[src/rtl/water_heater_thermostat_controller_macros.svh]
// Assertion macros for the water heater thermostat controller.
// Included by modules that carry concurrent checks; expects clk and rst in scope.
`ifndef WATER_HEATER_THERMOSTAT_CONTROLLER_MACROS_SVH
`define WATER_HEATER_THERMOSTAT_CONTROLLER_MACROS_SVH

// Condition that must hold at every clock edge out of reset.
`define WHT_ASSERT_NOW(label, cond, msg) \
  label: assert property (@(posedge clk) disable iff (rst) (cond)) else $error(msg);

// Same-cycle implication.
`define WHT_ASSERT_IMP(label, ante, cons, msg) \
  label: assert property (@(posedge clk) disable iff (rst) (ante) |-> (cons)) else $error(msg);

`endif

[src/rtl/wht_pkg.sv]
// Shared types, codes and helpers for the water heater thermostat controller.
// No dependencies.
`timescale 1ns / 1ps
`default_nettype none

package wht_pkg;

  // Default geometry
  localparam int unsigned WINDOW_DEF     = 10;
  localparam int unsigned BLINK_HALF_DEF = 10;

  // Running sum of the sample ring
  localparam int unsigned SUM_W = 12;

  // Request kinds
  localparam logic [2:0] KIND_TICK   = 3'd0;
  localparam logic [2:0] KIND_SAMPLE = 3'd1;
  localparam logic [2:0] KIND_UP     = 3'd2;
  localparam logic [2:0] KIND_DOWN   = 3'd3;
  localparam logic [2:0] KIND_POWER  = 3'd4;

  // Mode codes as seen on the status channel
  localparam logic [1:0] MODE_OFF   = 2'd0;
  localparam logic [1:0] MODE_HEAT  = 2'd1;
  localparam logic [1:0] MODE_SETUP = 2'd2;

  // Register indexes
  localparam logic [2:0] REG_MIN_SETPOINT     = 3'd0;
  localparam logic [2:0] REG_MAX_SETPOINT     = 3'd1;
  localparam logic [2:0] REG_DEFAULT_SETPOINT = 3'd2;
  localparam logic [2:0] REG_SETPOINT_STEP    = 3'd3;
  localparam logic [2:0] REG_SETUP_TIMEOUT    = 3'd4;

  // Register reset values
  localparam logic [7:0] MIN_SETPOINT_RST     = 8'd35;
  localparam logic [7:0] MAX_SETPOINT_RST     = 8'd75;
  localparam logic [7:0] DEFAULT_SETPOINT_RST = 8'd60;
  localparam logic [3:0] SETPOINT_STEP_RST    = 4'd5;
  localparam logic [5:0] SETUP_TIMEOUT_RST    = 6'd50;

  // Setpoint and display after reset
  localparam logic [7:0] TEMP_RST = 8'd60;

  typedef enum logic [2:0] {
    ST_OFF   = 3'b001,
    ST_HEAT  = 3'b010,
    ST_SETUP = 3'b100
  } mode_state_t;

  typedef struct packed {
    logic [2:0] kind;
    logic [7:0] reading;
    logic [7:0] saved_setpoint;
  } req_t;

  typedef struct packed {
    logic [1:0] mode;
    logic       heater_on;
    logic       cooler_on;
    logic       led_on;
    logic       display_on;
    logic [7:0] shown_temp;
    logic [4:0] shown_tens;
    logic [3:0] shown_ones;
    logic [7:0] setpoint;
    logic       save_request;
  } status_t;

  function automatic logic [1:0] mode_code(input mode_state_t st);
    logic [1:0] code;
    unique case (st)
      ST_HEAT:  code = MODE_HEAT;
      ST_SETUP: code = MODE_SETUP;
      default:  code = MODE_OFF;
    endcase
    return code;
  endfunction

  // v / 10 for v < 1029
  function automatic logic [4:0] tens_of(input logic [7:0] v);
    logic [15:0] prod;
    prod = 16'(v) * 16'd205;
    return prod[15:11];
  endfunction

  function automatic logic [3:0] ones_of(input logic [7:0] v);
    logic [4:0] t;
    logic [7:0] rem;
    t   = tens_of(v);
    rem = v - (8'(t) * 8'd10);
    return rem[3:0];
  endfunction

endpackage

`default_nettype wire

[src/rtl/water_heater_thermostat_controller.sv]
// Status is registered on accept; one request per cycle unless the status channel stalls.
// The sample ring sits in a one-read one-write memory; its read address is the next oldest
// slot, registered ahead of use, so the entry a full-ring sample replaces is ready at accept.
// Synchronous active-high reset: off mode, setpoint and display 60, ring empty, drives off,
// registers at their reset values. Ring contents are not cleared; only filled slots are used.
// Depends on wht_pkg and water_heater_thermostat_controller_macros.svh.
`timescale 1ns / 1ps
`default_nettype none

module water_heater_thermostat_controller #(
  parameter int unsigned WINDOW           = wht_pkg::WINDOW_DEF,
  parameter int unsigned BLINK_HALF_TICKS = wht_pkg::BLINK_HALF_DEF
) (
  input  wire logic             clk,
  input  wire logic             rst,
  // request channel
  input  wire logic             req_valid,
  output logic                  req_ready,
  input  wire wht_pkg::req_t    req,
  // status channel
  output logic                  status_valid,
  input  wire logic             status_ready,
  output wht_pkg::status_t      status,
  // APB register port
  input  wire logic             psel,
  input  wire logic             penable,
  input  wire logic             pwrite,
  input  wire logic [4:0]       paddr,
  input  wire logic [31:0]      pwdata,
  output logic [31:0]           prdata,
  output logic                  pready
);

  localparam int unsigned IDX_W  = $clog2(WINDOW);
  localparam int unsigned FILL_W = $clog2(WINDOW + 1);
  localparam int unsigned SUM_W  = wht_pkg::SUM_W;

  // Average = sum / WINDOW as (sum * M) >> 16; exact for 12-bit sums and WINDOW <= 16.
  localparam int unsigned AVG_SHIFT = 16;
  localparam logic [15:0] AVG_MULT  = 16'(((1 << AVG_SHIFT) + WINDOW - 1) / WINDOW);
  localparam int unsigned PROD_W    = SUM_W + 16;

  localparam logic [5:0] BLINK_HALF  = 6'(BLINK_HALF_TICKS);
  localparam logic [5:0] BLINK_CYCLE = 6'(2 * BLINK_HALF_TICKS);
  // Lamp counter wraps in 5 bits
  localparam logic [4:0] LAMP_WRAP   = 5'((2 * BLINK_HALF_TICKS) % 32);

  // ---------------------------------------------------------------------------
  // Configuration registers
  // ---------------------------------------------------------------------------
  logic [7:0] min_setpoint;
  logic [7:0] max_setpoint;
  logic [7:0] default_setpoint;
  logic [3:0] setpoint_step;
  logic [5:0] setup_timeout_ticks;
  logic       cfg_write;

  assign pready    = 1'b1;
  assign cfg_write = psel && penable && pwrite;

  always_ff @(posedge clk) begin
    if (rst) begin
      min_setpoint        <= wht_pkg::MIN_SETPOINT_RST;
      max_setpoint        <= wht_pkg::MAX_SETPOINT_RST;
      default_setpoint    <= wht_pkg::DEFAULT_SETPOINT_RST;
      setpoint_step       <= wht_pkg::SETPOINT_STEP_RST;
      setup_timeout_ticks <= wht_pkg::SETUP_TIMEOUT_RST;
    end else if (cfg_write) begin
      unique case (paddr[4:2])
        wht_pkg::REG_MIN_SETPOINT:     min_setpoint        <= pwdata[7:0];
        wht_pkg::REG_MAX_SETPOINT:     max_setpoint        <= pwdata[7:0];
        wht_pkg::REG_DEFAULT_SETPOINT: default_setpoint    <= pwdata[7:0];
        wht_pkg::REG_SETPOINT_STEP:    setpoint_step       <= pwdata[3:0];
        wht_pkg::REG_SETUP_TIMEOUT:    setup_timeout_ticks <= pwdata[5:0];
        default: ;
      endcase
    end
  end

  always_comb begin
    unique case (paddr[4:2])
      wht_pkg::REG_MIN_SETPOINT:     prdata = {24'd0, min_setpoint};
      wht_pkg::REG_MAX_SETPOINT:     prdata = {24'd0, max_setpoint};
      wht_pkg::REG_DEFAULT_SETPOINT: prdata = {24'd0, default_setpoint};
      wht_pkg::REG_SETPOINT_STEP:    prdata = {28'd0, setpoint_step};
      wht_pkg::REG_SETUP_TIMEOUT:    prdata = {26'd0, setup_timeout_ticks};
      default:                       prdata = 32'd0;
    endcase
  end

  // ---------------------------------------------------------------------------
  // Controller state
  // ---------------------------------------------------------------------------
  wht_pkg::mode_state_t mode_st, mode_st_next;
  logic [7:0]        wanted_temp, wanted_temp_next;
  logic [7:0]        display_temp, display_temp_next;
  logic              sample_due, sample_due_next;
  logic [SUM_W-1:0]  ring_sum, ring_sum_next;
  logic [FILL_W-1:0] fill_count, fill_count_next;
  logic [IDX_W-1:0]  oldest_slot, oldest_slot_next;
  logic [5:0]        blink_ticks, blink_ticks_next;
  logic [5:0]        idle_ticks, idle_ticks_next;
  logic [4:0]        lamp_ticks, lamp_ticks_next;
  logic              heater, heater_next;
  logic              cooler, cooler_next;
  logic              led, led_next;
  logic              save_flag, save_next;

  // Sample ring memory: one write port, one registered read port
  logic [7:0]        sample_ring [WINDOW];
  logic [7:0]        ring_rdata;
  logic              ring_we;
  logic [IDX_W-1:0]  ring_waddr;

  logic              req_fire;
  logic              ring_full;
  logic [SUM_W-1:0]  sum_fill;
  logic [SUM_W-1:0]  sum_roll;
  logic [PROD_W-1:0] avg_prod;
  logic [7:0]        avg;
  logic [IDX_W-1:0]  slot_adv;
  logic [5:0]        blink_inc;
  logic [5:0]        idle_inc;
  logic [8:0]        dn_diff;
  logic [7:0]        dn_val;
  logic [8:0]        up_sum;
  logic [7:0]        up_val;
  logic              saved_ok;
  logic              display_on;

  // Output register holds one status; a new request is taken as the old one leaves
  assign req_ready = !status_valid || status_ready;
  assign req_fire  = req_valid && req_ready;

  assign ring_full = (fill_count == FILL_W'(WINDOW));
  assign sum_fill  = ring_sum + SUM_W'(req.reading);
  // Entry leaving the window comes from the read issued last cycle at oldest_slot
  assign sum_roll  = ring_sum + SUM_W'(req.reading) - SUM_W'(ring_rdata);
  assign avg_prod  = PROD_W'(sum_roll) * PROD_W'(AVG_MULT);
  assign avg       = avg_prod[AVG_SHIFT +: 8];
  assign slot_adv  = (oldest_slot == IDX_W'(WINDOW - 1)) ? '0 : oldest_slot + 1'b1;

  assign blink_inc = blink_ticks + 1'b1;
  assign idle_inc  = idle_ticks + 1'b1;

  // Down step saturates at the minimum, up step at the maximum
  assign dn_diff = {1'b0, wanted_temp} - {5'd0, setpoint_step};
  assign dn_val  = (dn_diff[8] || (dn_diff[7:0] < min_setpoint)) ? min_setpoint : dn_diff[7:0];
  assign up_sum  = {1'b0, wanted_temp} + {5'd0, setpoint_step};
  assign up_val  = (up_sum > {1'b0, max_setpoint}) ? max_setpoint : up_sum[7:0];

  assign saved_ok = (req.saved_setpoint >= min_setpoint) &&
                    (req.saved_setpoint <= max_setpoint);

  always_comb begin
    mode_st_next      = mode_st;
    wanted_temp_next  = wanted_temp;
    display_temp_next = display_temp;
    sample_due_next   = sample_due;
    ring_sum_next     = ring_sum;
    fill_count_next   = fill_count;
    oldest_slot_next  = oldest_slot;
    blink_ticks_next  = blink_ticks;
    idle_ticks_next   = idle_ticks;
    lamp_ticks_next   = lamp_ticks;
    heater_next       = heater;
    cooler_next       = cooler;
    led_next          = led;
    save_next         = 1'b0;
    ring_we           = 1'b0;
    ring_waddr        = oldest_slot;

    if (req_fire) begin
      unique case (req.kind)
        wht_pkg::KIND_TICK: begin
          // Tick re-arms sampling
          if (mode_st != wht_pkg::ST_OFF) begin
            sample_due_next = 1'b0;
          end
          if (mode_st == wht_pkg::ST_SETUP) begin
            blink_ticks_next = (blink_inc >= BLINK_CYCLE) ? '0 : blink_inc;
            idle_ticks_next  = idle_inc;
            // Timeout of zero lands after the 6-bit counter wraps
            if (idle_inc == setup_timeout_ticks) begin
              blink_ticks_next = '0;
              mode_st_next     = wht_pkg::ST_HEAT;
            end
          end
        end

        wht_pkg::KIND_SAMPLE: begin
          if (mode_st == wht_pkg::ST_HEAT && !sample_due) begin
            sample_due_next = 1'b1;
            ring_we         = 1'b1;
            if (!ring_full) begin
              // Filling: no regulation yet, show the setpoint
              ring_sum_next     = sum_fill;
              ring_waddr        = fill_count[IDX_W-1:0];
              fill_count_next   = fill_count + 1'b1;
              display_temp_next = wanted_temp;
            end else begin
              ring_sum_next     = sum_roll;
              oldest_slot_next  = slot_adv;
              display_temp_next = avg;
              if (wanted_temp < avg) begin
                heater_next     = 1'b0;
                cooler_next     = 1'b1;
                led_next        = 1'b1;
                lamp_ticks_next = LAMP_WRAP;
              end else if (wanted_temp > avg) begin
                // Heating: lamp blinks on the lamp counter
                heater_next = 1'b1;
                cooler_next = 1'b0;
                if ({1'b0, lamp_ticks} == BLINK_HALF) begin
                  led_next        = 1'b1;
                  lamp_ticks_next = lamp_ticks + 1'b1;
                end else if ({1'b0, lamp_ticks} == BLINK_CYCLE) begin
                  led_next        = 1'b0;
                  lamp_ticks_next = '0;
                end else begin
                  lamp_ticks_next = lamp_ticks + 1'b1;
                end
              end else begin
                heater_next = 1'b0;
                cooler_next = 1'b0;
              end
            end
          end
        end

        wht_pkg::KIND_UP, wht_pkg::KIND_DOWN: begin
          if (mode_st == wht_pkg::ST_HEAT) begin
            // First press only enters setup
            mode_st_next      = wht_pkg::ST_SETUP;
            heater_next       = 1'b0;
            cooler_next       = 1'b0;
            led_next          = 1'b0;
            display_temp_next = wanted_temp;
            idle_ticks_next   = '0;
            blink_ticks_next  = '0;
          end else if (mode_st == wht_pkg::ST_SETUP) begin
            idle_ticks_next  = '0;
            blink_ticks_next = '0;
            if (req.kind == wht_pkg::KIND_DOWN) begin
              if (wanted_temp > min_setpoint) begin
                wanted_temp_next  = dn_val;
                display_temp_next = dn_val;
              end
            end else if (wanted_temp < max_setpoint) begin
              wanted_temp_next  = up_val;
              display_temp_next = up_val;
            end
          end
        end

        wht_pkg::KIND_POWER: begin
          if (mode_st == wht_pkg::ST_OFF) begin
            wanted_temp_next = saved_ok ? req.saved_setpoint : default_setpoint;
            mode_st_next     = wht_pkg::ST_HEAT;
          end else begin
            // Power-down: empty the ring logically, stop drives, ask for a save
            mode_st_next     = wht_pkg::ST_OFF;
            heater_next      = 1'b0;
            cooler_next      = 1'b0;
            led_next         = 1'b0;
            sample_due_next  = 1'b0;
            ring_sum_next    = '0;
            fill_count_next  = '0;
            oldest_slot_next = '0;
            blink_ticks_next = '0;
            idle_ticks_next  = '0;
            lamp_ticks_next  = '0;
            save_next        = 1'b1;
          end
        end

        default: ;
      endcase
    end
  end

  always_ff @(posedge clk) begin
    if (rst) begin
      mode_st      <= wht_pkg::ST_OFF;
      wanted_temp  <= wht_pkg::TEMP_RST;
      display_temp <= wht_pkg::TEMP_RST;
      sample_due   <= 1'b0;
      ring_sum     <= '0;
      fill_count   <= '0;
      oldest_slot  <= '0;
      blink_ticks  <= '0;
      idle_ticks   <= '0;
      lamp_ticks   <= '0;
      heater       <= 1'b0;
      cooler       <= 1'b0;
      led          <= 1'b0;
      save_flag    <= 1'b0;
      status_valid <= 1'b0;
    end else begin
      mode_st      <= mode_st_next;
      wanted_temp  <= wanted_temp_next;
      display_temp <= display_temp_next;
      sample_due   <= sample_due_next;
      ring_sum     <= ring_sum_next;
      fill_count   <= fill_count_next;
      oldest_slot  <= oldest_slot_next;
      blink_ticks  <= blink_ticks_next;
      idle_ticks   <= idle_ticks_next;
      lamp_ticks   <= lamp_ticks_next;
      heater       <= heater_next;
      cooler       <= cooler_next;
      led          <= led_next;
      if (req_fire) begin
        save_flag <= save_next;
      end
      if (req_fire) begin
        status_valid <= 1'b1;
      end else if (status_ready) begin
        status_valid <= 1'b0;
      end
    end
  end

  // Read runs one slot ahead: on a full ring the written slot never equals the read slot
  always_ff @(posedge clk) begin
    if (ring_we) begin
      sample_ring[ring_waddr] <= req.reading;
    end
    ring_rdata <= sample_ring[oldest_slot_next];
  end

  // ---------------------------------------------------------------------------
  // Status: state only changes on a taken request, so it doubles as the payload
  // ---------------------------------------------------------------------------
  always_comb begin
    unique case (mode_st)
      wht_pkg::ST_HEAT:  display_on = 1'b1;
      wht_pkg::ST_SETUP: display_on = (blink_ticks < BLINK_HALF);
      default:           display_on = 1'b0;
    endcase
  end

  assign status = '{
    mode:         wht_pkg::mode_code(mode_st),
    heater_on:    heater,
    cooler_on:    cooler,
    led_on:       led,
    display_on:   display_on,
    shown_temp:   display_temp,
    shown_tens:   wht_pkg::tens_of(display_temp),
    shown_ones:   wht_pkg::ones_of(display_temp),
    setpoint:     wanted_temp,
    save_request: save_flag
  };

  // ---------------------------------------------------------------------------
  // Checks
  // ---------------------------------------------------------------------------
  `include "water_heater_thermostat_controller_macros.svh"

  `WHT_ASSERT_NOW(a_fill_bound, fill_count <= FILL_W'(WINDOW), "ring fill count past window")
  `WHT_ASSERT_IMP(a_slot_when_full, oldest_slot != '0, ring_full, "ring slot moved before full")
  `WHT_ASSERT_NOW(a_drive_excl, !(heater && cooler), "heater and cooler both on")
  `WHT_ASSERT_IMP(a_save_off, status_valid && status.save_request, status.mode == wht_pkg::MODE_OFF, "save request outside off mode")
  `WHT_ASSERT_IMP(a_off_quiet, mode_st == wht_pkg::ST_OFF, !heater && !cooler && !led && fill_count == '0, "off mode with drives or samples")

endmodule

`default_nettype wire
[config.mk]
export PLATFORM = sky130hd
export DESIGN_NAME = water_heater_thermostat_controller
export DESIGN_NICKNAME = d
export VERILOG_FILES = /design/src/rtl/wht_pkg.sv /design/src/rtl/water_heater_thermostat_controller.sv
export VERILOG_INCLUDE_DIRS = /design/src /design/src/rtl
export SDC_FILE = /design/constraint.sdc
export NUM_CORES = 1
export LEC_CHECK = 0
export BUFFER_PORTS_ARGS = -buffer_cell sky130_fd_sc_hd__buf_4
export CAP_MARGIN = 0
export CORE_MARGIN = 10
export CORE_UTILIZATION = 23
export CTS_CLUSTER_SIZE = 40
export DETAILED_ROUTE_END_ITERATION = 10
export PLACE_DENSITY = 0.48
export SKIP_LAST_GASP = 1
export SLEW_MARGIN = 20
export SYNTH_ARGS = -nofsm -noshare
export SYNTH_HDL_FRONTEND = slang
export SYNTH_SLANG_ARGS = --single-unit
[constraint.sdc]
create_clock -name clk -period 11.7 [get_ports clk]
set_input_delay 1.755 -clock clk [delete_from_list [all_inputs] [get_ports clk]]
set_output_delay 1.755 -clock clk [all_outputs]
set_load 0.02 [all_outputs]
After elaboration in Yosys (flattened, before gate mapping)
Memory sizes are Yosys's and may differ from the RTL's. A register that Yosys moved wholly into a read port is not among the register bits.
Index checks and enable logic that the tools add are counted.
{"block": "totals", "ram_bits": 80, "ff_bits": 96, "elab_cells": 200, "out_inout_bits": 67, "inputBits": 63, "memories": 1}
{"block": "op_classes", "eq_ne": 35, "add_sub_neg": 10, "n_reduce_logical": 34, "n_mul": 3, "n_mux": 87, "magnitude_cmp": 10}
{"name": "sample_ring", "depth": 10, "width": 8, "read_ports": 1, "rd_clocked_by_memory_dff": 1, "write_ports": 1, "line": "water_heater_thermostat_controller.sv:110", "text": "logic [7:0] sample_ring [WINDOW];"}
{"cell": "$mux 8", "n": 12}
{"cell": "$mux 4", "n": 12}
{"cell": "$mux 6", "n": 7}
{"cell": "$pmux 8 s5", "n": 1}
{"cell": "$mux 12", "n": 3}
{"cell": "$pmux 6 s3", "n": 2}
{"cell": "$mux 5", "n": 7}
{"cell": "$pmux 8 s2", "n": 2}
{"cell": "$mux 1", "n": 26}
{"cell": "$lt 8x8->1", "n": 3}
{"cell": "$pmux 12 s2", "n": 1}
{"cell": "$mul 12x12->23 const B", "n": 1}
{"cell": "$ne 2x2->1 const B", "n": 11}
{"cell": "$reduce_and 5->1", "n": 4}
{"cell": "$reduce_and 6->1", "n": 3}
{"cell": "$gt 8x8->1", "n": 2}
{"cell": "$mul 8x8->16 const B", "n": 1}
{"cell": "$pmux 4 s2", "n": 2}
{"cell": "$eq 3x2->1 const B", "n": 5}
{"cell": "$add 12x8->12", "n": 1}
{"cell": "$add 6x1->6 const B", "n": 2}
{"cell": "$ne 3x3->1 const B", "n": 4}
{"cell": "$ne 4x4->1 const B", "n": 3}
{"cell": "$pmux 1 s3", "n": 4}
{"cell": "36 further kinds", "n": 60}

Longest topological paths before layout
{"block": "depth", "word_depth": 9, "ltp_mapped": 39, "ltp_nobuf": 39}

Worst setup path before layout
Ideal clock, no wire load.
{"block": "synth_timing", "kind": "in2reg", "from": "input port req[8] in the netlist's numbering", "to": "register lamp_ticks[2]", "path_slack_ps": 1771, "required_ps": 11572, "arrival_time_ps": 9802, "cell_stages": 37, "setup_time_ps": 128, "n_path_buf": 0, "cell_sequence": "ha_1 -> fa_1 -> a21oi_1 -> inv_1 -> a21oi_1 -> xnor2_1 -> ha_1 -> o21a_1 -> o31a_1 -> o31a_1 -> nor4b_2 -> nand2_1 -> xnor2_1 -> ha_1 -> inv_1 -> fa_1 -> inv_1 -> fa_1 -> inv_1 -> fa_1 -> inv_1 -> ha_1 -> o21ai_0 -> a21oi_1 -> a221o_1 -> o21ai_0 -> nand2b_1 -> a21oi_1 -> xor2_1 -> ha_1 -> o21a_1 -> o21ai_0 -> a211o_1 -> a2111oi_0 -> o32ai_2 -> a32oi_1 -> nor2_1"}
{"block": "synth_via", "elab_chain_cells": 8, "elab_cells_between_ends": 11, "classes_between": "add/sub: 2; mul: 1; order compare: 2; eq/ne: 1; mux: 4; reduce/logical: 1"}
{"element": "start, declared", "line": "water_heater_thermostat_controller.sv:19", "text": "input wire wht_pkg::req_t req,"}
{"element": "$add 12x8->12 *", "line": "water_heater_thermostat_controller.sv:138", "text": "assign sum_roll = ring_sum + SUM_W'(req.reading) - SUM_W'(ring_rdata);"}
{"element": "$sub 12x8->12 *", "line": "water_heater_thermostat_controller.sv:138"}
{"element": "$mul 12x12->23 *", "line": "water_heater_thermostat_controller.sv:139", "text": "assign avg_prod = PROD_W'(sum_roll) * PROD_W'(AVG_MULT);"}
{"element": "$lt 8x8->1", "line": "water_heater_thermostat_controller.sv:205", "text": "if (wanted_temp < avg) begin"}
{"element": "$mux 5", "line": "water_heater_thermostat_controller.sv:205"}
{"element": "$mux 5", "line": "water_heater_thermostat_controller.sv:195", "text": "if (!ring_full) begin"}
{"element": "$mux 5", "line": "water_heater_thermostat_controller.sv:192", "text": "if (mode_st == wht_pkg::ST_HEAT && !sample_due) begin"}
{"element": "$pmux 5 s2", "line": "water_heater_thermostat_controller.sv:174", "text": "unique case (req.kind)"}
{"element": "end signal, assigned", "line": "water_heater_thermostat_controller.sv:309", "text": "lamp_ticks <= lamp_ticks_next;"}
{"element": "end, declared", "line": "water_heater_thermostat_controller.sv:103", "text": "logic [4:0] lamp_ticks, lamp_ticks_next;"}
Mark *: on every way between the ends. The rest lies on a longest branch, timed or not. The select of a mux whose other input is x is not followed.
A chain may end at the register's enable or synchronous reset.

Worst setup path after layout
Same ends and word-level chain as after synthesis.

==> impl.org <==
** Outcome
- The flow ran to the end, and the final reports show no timing, DRC or antenna violations.

** Setup path
- Count of buffer and inverter cells on the critical path :: 7
- On the critical path, the stage with the largest delay is an instance of fa_1.
- Sort of element at the end of the critical path :: register
- The critical path crosses 40 cells after its start point.
- At the worst endpoint, the required time is 12.03 ns.
- Worst Setup Path Type :: primary input to register
- In this design, the stage delay of the slowest critical-path cell is 0.54 ns.
- STA classifies the critical path startpoint as a primary input.
- The number of cells on the worst reg-to-reg path is 39.
- Worst Path Arrival :: 11.00 ns
- Of all nets on the critical path, the largest fanout is 11.
- Among cell families on the critical path, the largest total delay comes from compound AO/OA/AOI/OAI gates.

** Min path
- The worst hold path belongs to the class register to register.
- Hold depth :: 2

** Synth
- Ys flop type :: dfxtp_1
- Compound-cell area share of the yosys netlist :: 15.3%
- Number of flip-flops and latches in the synthesized netlist :: 184
- The synthesized netlist devotes 3.84% of its cell area to XOR and XNOR gates.
- Number of warning messages in the yosys log :: 0
- After technology mapping, the gate count stands at 1,636.
- By area, the combinational part of the netlist is dominated by adder cells.
- Post-synthesis share of cell area spent on and, or, nand and nor gates :: 13.4%
- In the synthesized netlist, mux cells make up 6.07% of the area.
- After synthesis, flip-flops and latches occupy 29.5% of the total area.
- Post-Synthesis Cell Area :: 15,200 um2
- Average footprint of a synthesized cell :: 9.29 um2
- Share of async-settable or async-resettable flops after synthesis :: 0%
- Count of different cell masters after synthesis :: 87
- Adder-cell area share of the yosys netlist :: 24.4%
- Number of flops mapped to enable cells by yosys :: 80

** Drt
- Wires add up to 40.6 mm.
- Number of design-rule violations left by the first detailed-router iteration :: 716
- The detail route stage leaves a number of antenna-violating nets equal to 0.
- Routed vias/inst :: 4.51
- Dividing the detail-routed wire length by the instance count gives 15.8 um.
- After detailed routing, the number of remaining DRC violations is 0.
- Detailed-route via count :: 11,600
- The pre-antenna-repair detailed-routing pass consisted of 5 iterations.

** Cells and area
- The area growth from synthesis to layout is 13.4%.
- The post-route netlist has 9.86% of its cells at a drive strength greater than 1.
- The repair_antennas step left the layout with diodes totalling 0.
- Net count reported at finish :: 2,018

** Timing
- Fin Clk Skew :: 0.0190 ns
- The number of slew-limit violations in the final report is 0.
- Setup total negative slack on the finished layout was measured at 0 ns.
- Period Utilization, post-route :: 91.1%
- Slew Limit Headroom :: 28.1%
- The routed design could run at a clock period as short as 10.66 ns.
- Setup repair after global routing left no endpoint under its margin.
- Maximum operating frequency :: 0.0938 GHz
- At the pin with the least slew margin, the transition time is 1.07 ns.
- Setup violations, final :: 0
- Setup slack on the critical path of the routed design comes to 1.04 ns.
- The total count of hold-check failures in the final report is 0.

** Die
- Core footprint :: 65,600 um2
- Chip Width :: 277 um
- In this run the vertical extent of the chip is 277 um.
- The initial utilization of the core area, before any placement, comes to 23.2%.
- Placement Rows :: 94
- The floorplan step defined a die boundary enclosing 76,800 um2.
- I/O pin count :: 130

** Place
- The congestion estimate from routability-driven global placement came to 0.823.
- # port buffers :: 78
- Before CTS, the worst setup slack after placement is 0.511 ns.
- HPWL Detailed :: 32.1 mm

** Pwr
- Of the total power, the share spent switching nets is 47.5%.
- Part of the total power dissipated in combinational logic :: 68.1%
- IR drop worst, VDD :: 0.227 mV
- Power comes to 4.08 mW.
- Fraction of power consumed by sequential logic :: 16.9%
- The analysis attributes to cell leakage a power of 7.52 nW.
- Internal power :: 2.14 mW
- Per report_power, the clock group accounts for 15.0% of the total.
- In this run the power spent charging and discharging nets is 1.94 mW.
- Pwr Density :: 237 nW/um2

** Clock network
- Latest clock arrival within the worst-skew pair :: 0.47 ns
- Clock-pin transition on the worst setup and hold timing paths :: 0.08 ns
- TritonCTS built the clock tree.
- In this run, post-CTS repair resized a total of 0 instances.
- For this design, the CTS-stage hold fixing added 0 buffers.
- Inserted Clock Buffers :: 17
- Post-CTS setup-driven buffer insertion count :: 0
- Counting every sink on the clock net gives 184.
- Maximum clock path buffer count :: 2
- Maximum level of the CTS H-tree :: 4
- Clock root cell :: clkbuf_16

** GRT
- In the global route stage, overall resource usage came out at 10.4%.
- The first global-routing pass estimated 64.9 mm of wire.
- Antenna violations before repair :: 0
- Largest net degree at the start of global routing :: 58
- For this run the aggregate overflow at the end of global routing stands at 0.
- The via count of the first global-routing pass is 11,700.

** Flow run
- Across the run, the number of max-cap violations was 0.
-- sequential cells by signal, summed over array words and instances (netlist names) --
name,cells
blink_ticks,6
cooler,1
default_setpoint,8
display_temp,8
fill_count,4
heater,1
idle_ticks,6
lamp_ticks,5
led,1
max_setpoint,8
min_setpoint,8
mode_st,3
oldest_slot,4
ring_rdata,8
ring_sum,12
sample_due,1
sample_ring,80
save_flag,1
setpoint_step,4
setup_timeout_ticks,6
status_valid,1
wanted_temp,8
-- worst reg2reg max path, delay by kind of cell (launching register included) --
| kind | cells | cell delay (ns) |
|---|---|---|
| DFF | 1 | 0.32 |
| AOI/OAI and AO/OA | 17 | 3.68 |
| buffers and inverters | 6 | 0.43 |
| xor gates and xnor gates | 3 | 0.94 |
| and+or+nand+nor | 4 | 0.74 |
| adders and majority gates | 9 | 3.25 |
-- layer usage --
| metal | track usage, % | routed length [um] |
|---|---|---|
| met5 | 0 | 0 |
| met4 | 2.22 | 419 |
| met3 | 2.08 | 1970 |
| met2 | 16.5 | 18000 |
| met1 | 14.4 | 20200 |
-- placed cells by master (no fill, tap or decap), types with 7 or more instances in the layout --
master	synthesis	layout
xnor2_1	36	36
inv_1	174	174
clkbuf_16	0	17
ha_1	213	213
nor3_1	35	35
dfxtp_1	104	104
a31oi_1	13	13
a221o_1	7	7
and2_1	13	13
fa_1	52	52
o21a_1	14	14
nand2b_1	12	12
o211ai_1	20	20
buf_4	32	95
edfxtp_1	80	80
a211oi_1	28	28
a211o_1	13	13
mux2i_1	73	73
xor2_1	28	28
nor2_1	138	138
nand3_1	41	41
mux2_2	15	15
o21ai_0	67	67
conb_1	2	25
nor2b_1	35	35
a21oi_1	106	106
nand2_1	93	93
and3_1	9	9
a21o_1	21	21
-- power by group through the flow --
stage / combinational (mW) / sequential [mW] / clock, mW
after floorplan: 2.13 / 0.703 / 0
final: 2.78 / 0.691 / 0.611
after global placement: 2.75 / 0.706 / 0
after CTS: 2.83 / 0.691 / 0.627
after detailed placement: 2.80 / 0.706 / 0
after global routing: 3.27 / 0.693 / 0.654
-- cells by family (layout without fill, tap and decap cells) --
logic type	count (synthesis)	count (layout)
XOR/XNOR	65	65
adder cells (fa/ha/maj)	265	265
flip-flops	184	184
multiplexers	89	89
other	2	25
AND/OR/NAND/NOR	419	419
buffers and inverters	258	302
AO/OA/AOI/OAI	354	354
-- cell usage after synthesis (all sizes together) (41+ instances only) --
library cell  number  area share, %
mux2i             73            4.8
nand2             94            2.3
dfxtp            104             14
buf               48            2.3
nand3             41            1.4
fa                52            6.8
edfxtp            80             16
ha               213             18
a21oi            106            3.5
inv              174            4.3
o21ai             72            2.4
nor2             140            3.6
-- final timing paths --
| kind | start | endpoint | slack [ns] |
|---|---|---|---|
| worst min register to register | heater$_SDFFE_PP0P_ | heater$_SDFFE_PP0P_ | 0.49 |
| worst max register to register | ring_sum[0]$_SDFFE_PP0P_ | lamp_ticks[2]$_SDFFE_PP0P_ | 2.21 |
| worst min-delay path | heater$_SDFFE_PP0P_ | heater$_SDFFE_PP0P_ | 0.49 |
| worst max-delay path | req[8] | lamp_ticks[2]$_SDFFE_PP0P_ | 1.04 |
-- through the flow --
| stage | instances | util, % | cell area, um2 | hold slack (ns) |
|---|---|---|---|---|
| detailed placement | 2535 | 25.3 | 16600 | 0.476 |
| finish | 2567 | 26.3 | 17200 | 0.490 |
| CTS | 2567 | 26.3 | 17200 | 0.489 |
| global placement | 2535 | 25.3 | 16600 | 0.447 |
| global route | 2567 | 26.3 | 17200 | 0.515 |
| floorplan | 1659 | - | 15300 | 0.432 |
-- layout make-up --
type,instances,area (um2)
well taps,864,1080
flip-flops and latches,184,4480
clock buffers,17,425
clock inverters,15,201
multi-input cells,1217,9670
fillers,7044,48400
inverters,175,658
repair buffers,95,713
Note: power is estimated with default switching activity, not from simulation.
